**config.mk**
```make
export PLATFORM = sky130hd
export DESIGN_NAME = tfn_cross
export DESIGN_NICKNAME = d
export VERILOG_FILES = /design/src/sv/tfn_pkg.sv /design/src/sv/tfn_cross.sv
export SDC_FILE = /design/constraint.sdc
export NUM_CORES = 2
export LEC_CHECK = 0
export CORE_MARGIN = 4
export CORE_UTILIZATION = 47
export DETAILED_ROUTE_END_ITERATION = 8
export DONT_BUFFER_PORTS = 1
export HOLD_SLACK_MARGIN = 0.12
export PLACE_DENSITY = 0.59
export SYNTH_ARGS = -nofsm -noshare
export SYNTH_HDL_FRONTEND = slang
export SYNTH_SLANG_ARGS = --single-unit
```
**constraint.sdc**
```tcl
create_clock -name clk -period 14.83 [get_ports clk]
set_input_delay 1.483 -clock clk [delete_from_list [all_inputs] [get_ports clk]]
set_output_delay 1.483 -clock clk [all_outputs]
set_load 0.005 [all_outputs]
```
**src/sv/tfn_pkg.sv**
```systemverilog
// Shared widths, constants and item types for the triangle face normal block.
package tfn_pkg;

  localparam int CW   = 24;             // vertex coordinate width
  localparam int NW   = 16;             // normal component width
  localparam int FB   = NW - 2;         // normal fraction bits
  localparam int DW   = CW + 1;         // edge vector width
  localparam int PW   = 2 * DW;         // product width
  localparam int TW   = PW + 1;         // cross term width
  localparam int MW   = TW - 1;         // cross term magnitude width
  localparam int SW   = 24;             // magnitude width after scaling
  localparam int SSW  = 2 * SW + 2;     // sum of squares width
  localparam int RW   = SSW / 2;        // square root width
  localparam int DVW  = RW + FB;        // divider working width
  localparam int QW   = FB + 1;         // quotient width
  localparam int MAGW = 16;             // threshold register width
  localparam int CNTW = $clog2(RW);     // sequencer step counter width

  typedef struct packed {
    logic signed [CW-1:0] a_x;
    logic signed [CW-1:0] a_y;
    logic signed [CW-1:0] a_z;
    logic signed [CW-1:0] b_x;
    logic signed [CW-1:0] b_y;
    logic signed [CW-1:0] b_z;
    logic signed [CW-1:0] c_x;
    logic signed [CW-1:0] c_y;
    logic signed [CW-1:0] c_z;
  } tri_t;

  typedef struct packed {
    logic signed [CW-1:0] pos_x;
    logic signed [CW-1:0] pos_y;
    logic signed [CW-1:0] pos_z;
    logic signed [NW-1:0] normal_x;
    logic signed [NW-1:0] normal_y;
    logic signed [NW-1:0] normal_z;
    logic                 degenerate;
    logic                 last_vertex;
  } vtx_t;

  typedef struct packed {
    logic signed [NW-1:0] x;
    logic signed [NW-1:0] y;
    logic signed [NW-1:0] z;
    logic                 degenerate;
  } nrm_t;

endpackage

```
**src/sv/tfn_cross.sv**
```systemverilog
// One cross product component lane: two products, difference, magnitude and sign.
module tfn_cross (
  input  logic                         clk,
  input  logic                         en1,
  input  logic                         en2,
  input  logic signed [tfn_pkg::DW-1:0] p,
  input  logic signed [tfn_pkg::DW-1:0] q,
  input  logic signed [tfn_pkg::DW-1:0] r,
  input  logic signed [tfn_pkg::DW-1:0] s,
  output logic        [tfn_pkg::MW-1:0] mag,
  output logic                          neg
);
  import tfn_pkg::*;

  logic signed [PW-1:0] pq_r;
  logic signed [PW-1:0] rs_r;
  logic        [TW-1:0] term;
  logic        [TW-1:0] term_abs;
  logic        [MW-1:0] mag_r;
  logic                 neg_r;

  assign term     = {pq_r[PW-1], pq_r} - {rs_r[PW-1], rs_r};
  assign term_abs = term[TW-1] ? (~term + TW'(1)) : term;

  always_ff @(posedge clk) begin
    if (en1) begin
      pq_r <= p * q;
      rs_r <= r * s;
    end
    if (en2) begin
      mag_r <= term_abs[MW-1:0];
      neg_r <= term[TW-1];
    end
  end

  assign mag = mag_r;
  assign neg = neg_r;

endmodule

```
; After elaboration in Yosys (flattened, before gate mapping)
; Cells that the tools add are included.
[classes]
multipliers = 2
bitwise_logic = 1
n_mux = 1
n_addsub = 2
[ops]
columns = op, n
row1 = multiplier 25 x 25 -> 50 bit, 2
row2 = subtractor 50 x 50 -> 51 bit, 1
row3 = adder 50 x 1 -> 50 bit (second input constant), 1
row4 = two-way mux 50 bit, 1
row5 = NOT 50 bit, 1
[word_totals]
ff_bits = 151
output_inout_bits = 51
input_bits = 103

; Longest topological paths before layout
[logic_depth]
ltp_word = 4
mapped_depth = 31
mapped_depth_nobuf = 29

; Least setup slack after synthesis
; OpenSTA, ideal clock, no wires.
[synth_path]
kind = input to register
start = input port q[4] (netlist bit)
end = register pq_r[49] (data pin)
t_arrival_ps = 8486
setup_ps = 260
cell_stages = 29
path_slack_ps = 6084
required_ps = 14570
cell_sequence = clkbuf_1 clkbuf_1 nand2_1 fa_1 inv_1 fa_1 inv_1 fa_1 inv_1 fa_1 fa_1 fa_1 inv_1 fa_1 inv_1 ha_1 and4_1 and3_1 inv_1 a2111oi_0 o211ai_1 nand2_1 nor4_1 o41ai_1 a221oi_1 o21a_1 o21ai_0 a21oi_1 xnor2_1
[synth_between]
elab_chain_len = 1
[synth_rtl]
columns = item, line_no
row1 = "start, declared", tfn_cross.sv:7  ; input logic signed [tfn_pkg::DW-1:0] q,
row2 = multiplier 25 x 25 -> 50 bit, tfn_cross.sv:27  ; pq_r <= p * q;
row3 = "end signal, assigned", tfn_cross.sv:27
row4 = "end, declared", tfn_cross.sv:15  ; logic signed [PW-1:0] pq_r;
; Every way passes these cells.
; A chain may end at the register's enable or synchronous reset.

; Worst setup path in the final report
[layout_path]
start = input port p[16] (netlist bit)
end = register pq_r[49] (data pin)
[layout_between]
elab_chain_len = 1
[layout_rtl]
columns = item, line_no
row1 = "start, declared", tfn_cross.sv:6  ; input logic signed [tfn_pkg::DW-1:0] p,
row2 = multiplier 25 x 25 -> 50 bit, tfn_cross.sv:27
; Every way passes these cells.

==> flow_metrics.py <==
metrics = {
    "worst_setup_path": {
        "crit_required_ps": 15060,
        "path_max_fanout": 25,
        "crit_path_start_kind": "input port",
        "crit_type": "input port to flip-flop",
        "worstSetupEndpointType": "flip-flop",
        "crit_arrival_ps": 9180,
        "r2r_cells": 19,
    },
    "synthesis": {
        "yosysTopAreaCell": "fa_1",
        "synthCells": 5738,
        "synth_cell_type_count": 87,
        "synth-edff-count": 151,
        "avgSynthCellArea_um2": 9.48,
        "synth_warnings": 0,
        "yosysTopAreaCellShare": 0.485,
        "syn_area_mm2": 0.0544,
        "syn-num-nets": 7491,
        "async_flop_share": 0,
        "ys_ff_latch": 151,
        "synth_flop_cell": "edfxtp_1",
        "yosys-top-cells-area": "fa_1, inv_1, edfxtp_1",
        "ys_seq_area_frac": 0.0834,
    },
    "place": {
        "post_dp_cell_area_mm2": 0.0553,
        "place_hpwl_um": 112000,
        "port_buffers": 0,
        "pre_cts_slack_ps": 5410,
        "gp_congestion": 0.880,
    },
    "final_layout": {
        "stdcell_area_mm2": 0.0560,
        "area.sequential_mm2": 0.00453,
        "nets": 7273,
        "drive_gt1_frac": 0.0107,
        "area_growth_syn_to_layout_pct": 3.06,
        "layout_common_cells": "fa_1, inv_1, nand2_1",
        "multiInputGateArea_mm2": 0.0439,
        "final_common_cell": "fa_1",
        "fillers": 10800,
        "diodes": 0,
    },
    "route": {
        "drt_wl_total_um": 136000,
        "viasPerCell": 5.32,
        "firstDrtPassIters": 6,
        "drc_errors": 0,
        "ant_nets": 0,
        "avgRoutedWirePerCell_um": 19.3,
        "drt_iter0_drc": 2046,
        "vias": 37400,
    },
    "sta": {
        "fin_worst_skew_ps": 21.1,
        "grt_setup_unrepaired": "false",
        "worst_slack_ps": 5870,
        "final_max_slew_viol_count": 0,
        "finalHoldViolCount": 0,
        "worst_pin_slew_ps": 1140,
        "finalSetupTns_ps": 0,
        "finalCriticalPeriod_ps": 8960,
        "hold-worst-slack_ps": 718,
        "fmax_ghz": 0.112,
        "finalCritPeriodShare": 0.604,
        "setup_viol": 0,
        "slew_headroom": 0.238,
    },
    "global_route": {
        "grt_pass1_vias": 41600,
        "use_met2": 0.421,
        "top_usage_layer": "met2",
        "grt.total_usage": 0.236,
        "grt_overflow_total": 0,
        "grt_pass1_wl_um": 225000,
        "antenna_found_initial": 1,
        "met1_usage": 0.302,
        "use_met3": 0.0323,
        "grt_max_degree": 101,
    },
    "clock_network": {
        "clkTransAtPathRegs_ps": 70,
        "cts_setup_buffers": 0,
        "cts_buffer_depth": 3,
        "cts_hold_buf": 0,
        "cts_sinks": 151,
        "cts-root-buf": "clkbuf_16",
        "cts_made_buffers": 25,
        "ctsResizeCount": 0,
        "clkLatencyLatePin_ps": 500,
        "h-tree-depth": 4,
        "cts_tree": "done",
    },
    "run_status": {
        "outcome": "completed",
    },
    "floorplanning": {
        "die_x_um": 348,
        "die_h_um": 348,
        "coreArea_mm2": 0.115,
        "io_pins": 154,
        "dieArea_mm2": 0.121,
        "start_util": 0.474,
        "rows": 124,
    },
    "min_path": {
        "hp-class": "flip-flop to flip-flop",
        "hold_depth": 2,
    },
    "run": {
        "drv_cap": 0,
    },
}
==> synthesized netlist by cell type, types with 5 or more instances <==
cell,instances
o21ai_1,5
and3_1,26
a221o_1,5
o21ai_0,94
xnor2_1,143
or2_2,7
nand2b_1,38
nor2b_1,25
a31oi_1,19
nor2_1,135
o21a_1,28
inv_1,1315
nor3_1,28
xor2_1,50
nand4_1,20
a21boi_0,8
a21o_1,61
edfxtp_1,151
o21bai_1,19
nand3_1,32
o211ai_1,17
nor4_1,10
fa_1,1317
or3_1,12
a21oi_1,158
o31ai_1,9
mux2i_1,6
and2_1,611
a211oi_1,14
clkbuf_1,235
ha_1,333
and4_1,8
nand2_1,695
buf_2,11
==> area by class of cell <==
| cell class | instances | area share |
|---|---|---|
| multi-input cells | 4023 | 0.784 |
| inverters | 1317 | 0.0882 |
| flip-flops and latches | 151 | 0.0809 |
| well taps | 1512 | 0.0338 |
| clock buffers | 27 | 0.0113 |
| clock inverters | 4 | 0.00123 |
| repair buffers | 2 | 0.000268 |
==> metal layers <==
metal	vias to the layer above	share of wire
met5	-	0
met4	0	0.031
met3	230	0.048
met2	906	0.52
met1	19600	0.40
li1	16700	-
==> path summary, 6_finish.rpt <==
kind / start / slack (ps) / end
max: p[16] / 5870 / pq_r[49]$_DFFE_PP_
min: rs_r[0]$_DFFE_PP_ / 720 / mag[0]$_DFFE_PP_
max reg2reg: pq_r[0]$_DFFE_PP_ / 9180 / mag[31]$_DFFE_PP_
min reg2reg: rs_r[0]$_DFFE_PP_ / 720 / mag[0]$_DFFE_PP_
==> cells by family (layout without fill, tap and decap cells) <==
family                     Yosys count  count (layout)  share of synthesized area
buffers and inverters             1564            1350                      0.108
and+or+nand+nor                   1672            1672                      0.155
xor gates and xnor gates           193             193                     0.0311
muxes                                7               7                    0.00131
AOI/OAI and AO/OA                  501             501                     0.0596
adders and majority gates         1650            1650                      0.562
DFF                                151             151                     0.0834
==> critical path: stages <==
cell	delay [ps]
and2_1	160
fa_1	530
fa_1	550
inv_1	80
fa_1	560
inv_1	60
fa_1	490
inv_1	50
fa_1	530
inv_1	50
fa_1	470
inv_1	50
fa_1	470
inv_1	40
ha_1	370
and3_1	230
inv_1	50
a2111oi_1	950
o211ai_1	190
nand2_1	170
nor4_1	80
o41ai_1	560
a221oi_1	280
o21a_1	270
o21ai_0	210
a21oi_1	110
xnor2_1	120
==> state kept, by name (all words and copies together), names as in the netlist <==
name	cells
pq_r	50
neg	1
mag	50
rs_r	50
==> per-stage QoR <==
step | instances | utilization
2_1_floorplan | 5738 | -
3_3_place_gp | 7005 | 0.483
3_5_place_dp | 7005 | 0.483
4_1_cts | 7036 | 0.489
5_1_grt | 7036 | 0.489
6_report | 7036 | 0.489
Power is not shown: default switching activity piles up to over one toggle a cycle in this logic, so the estimate is an artifact.
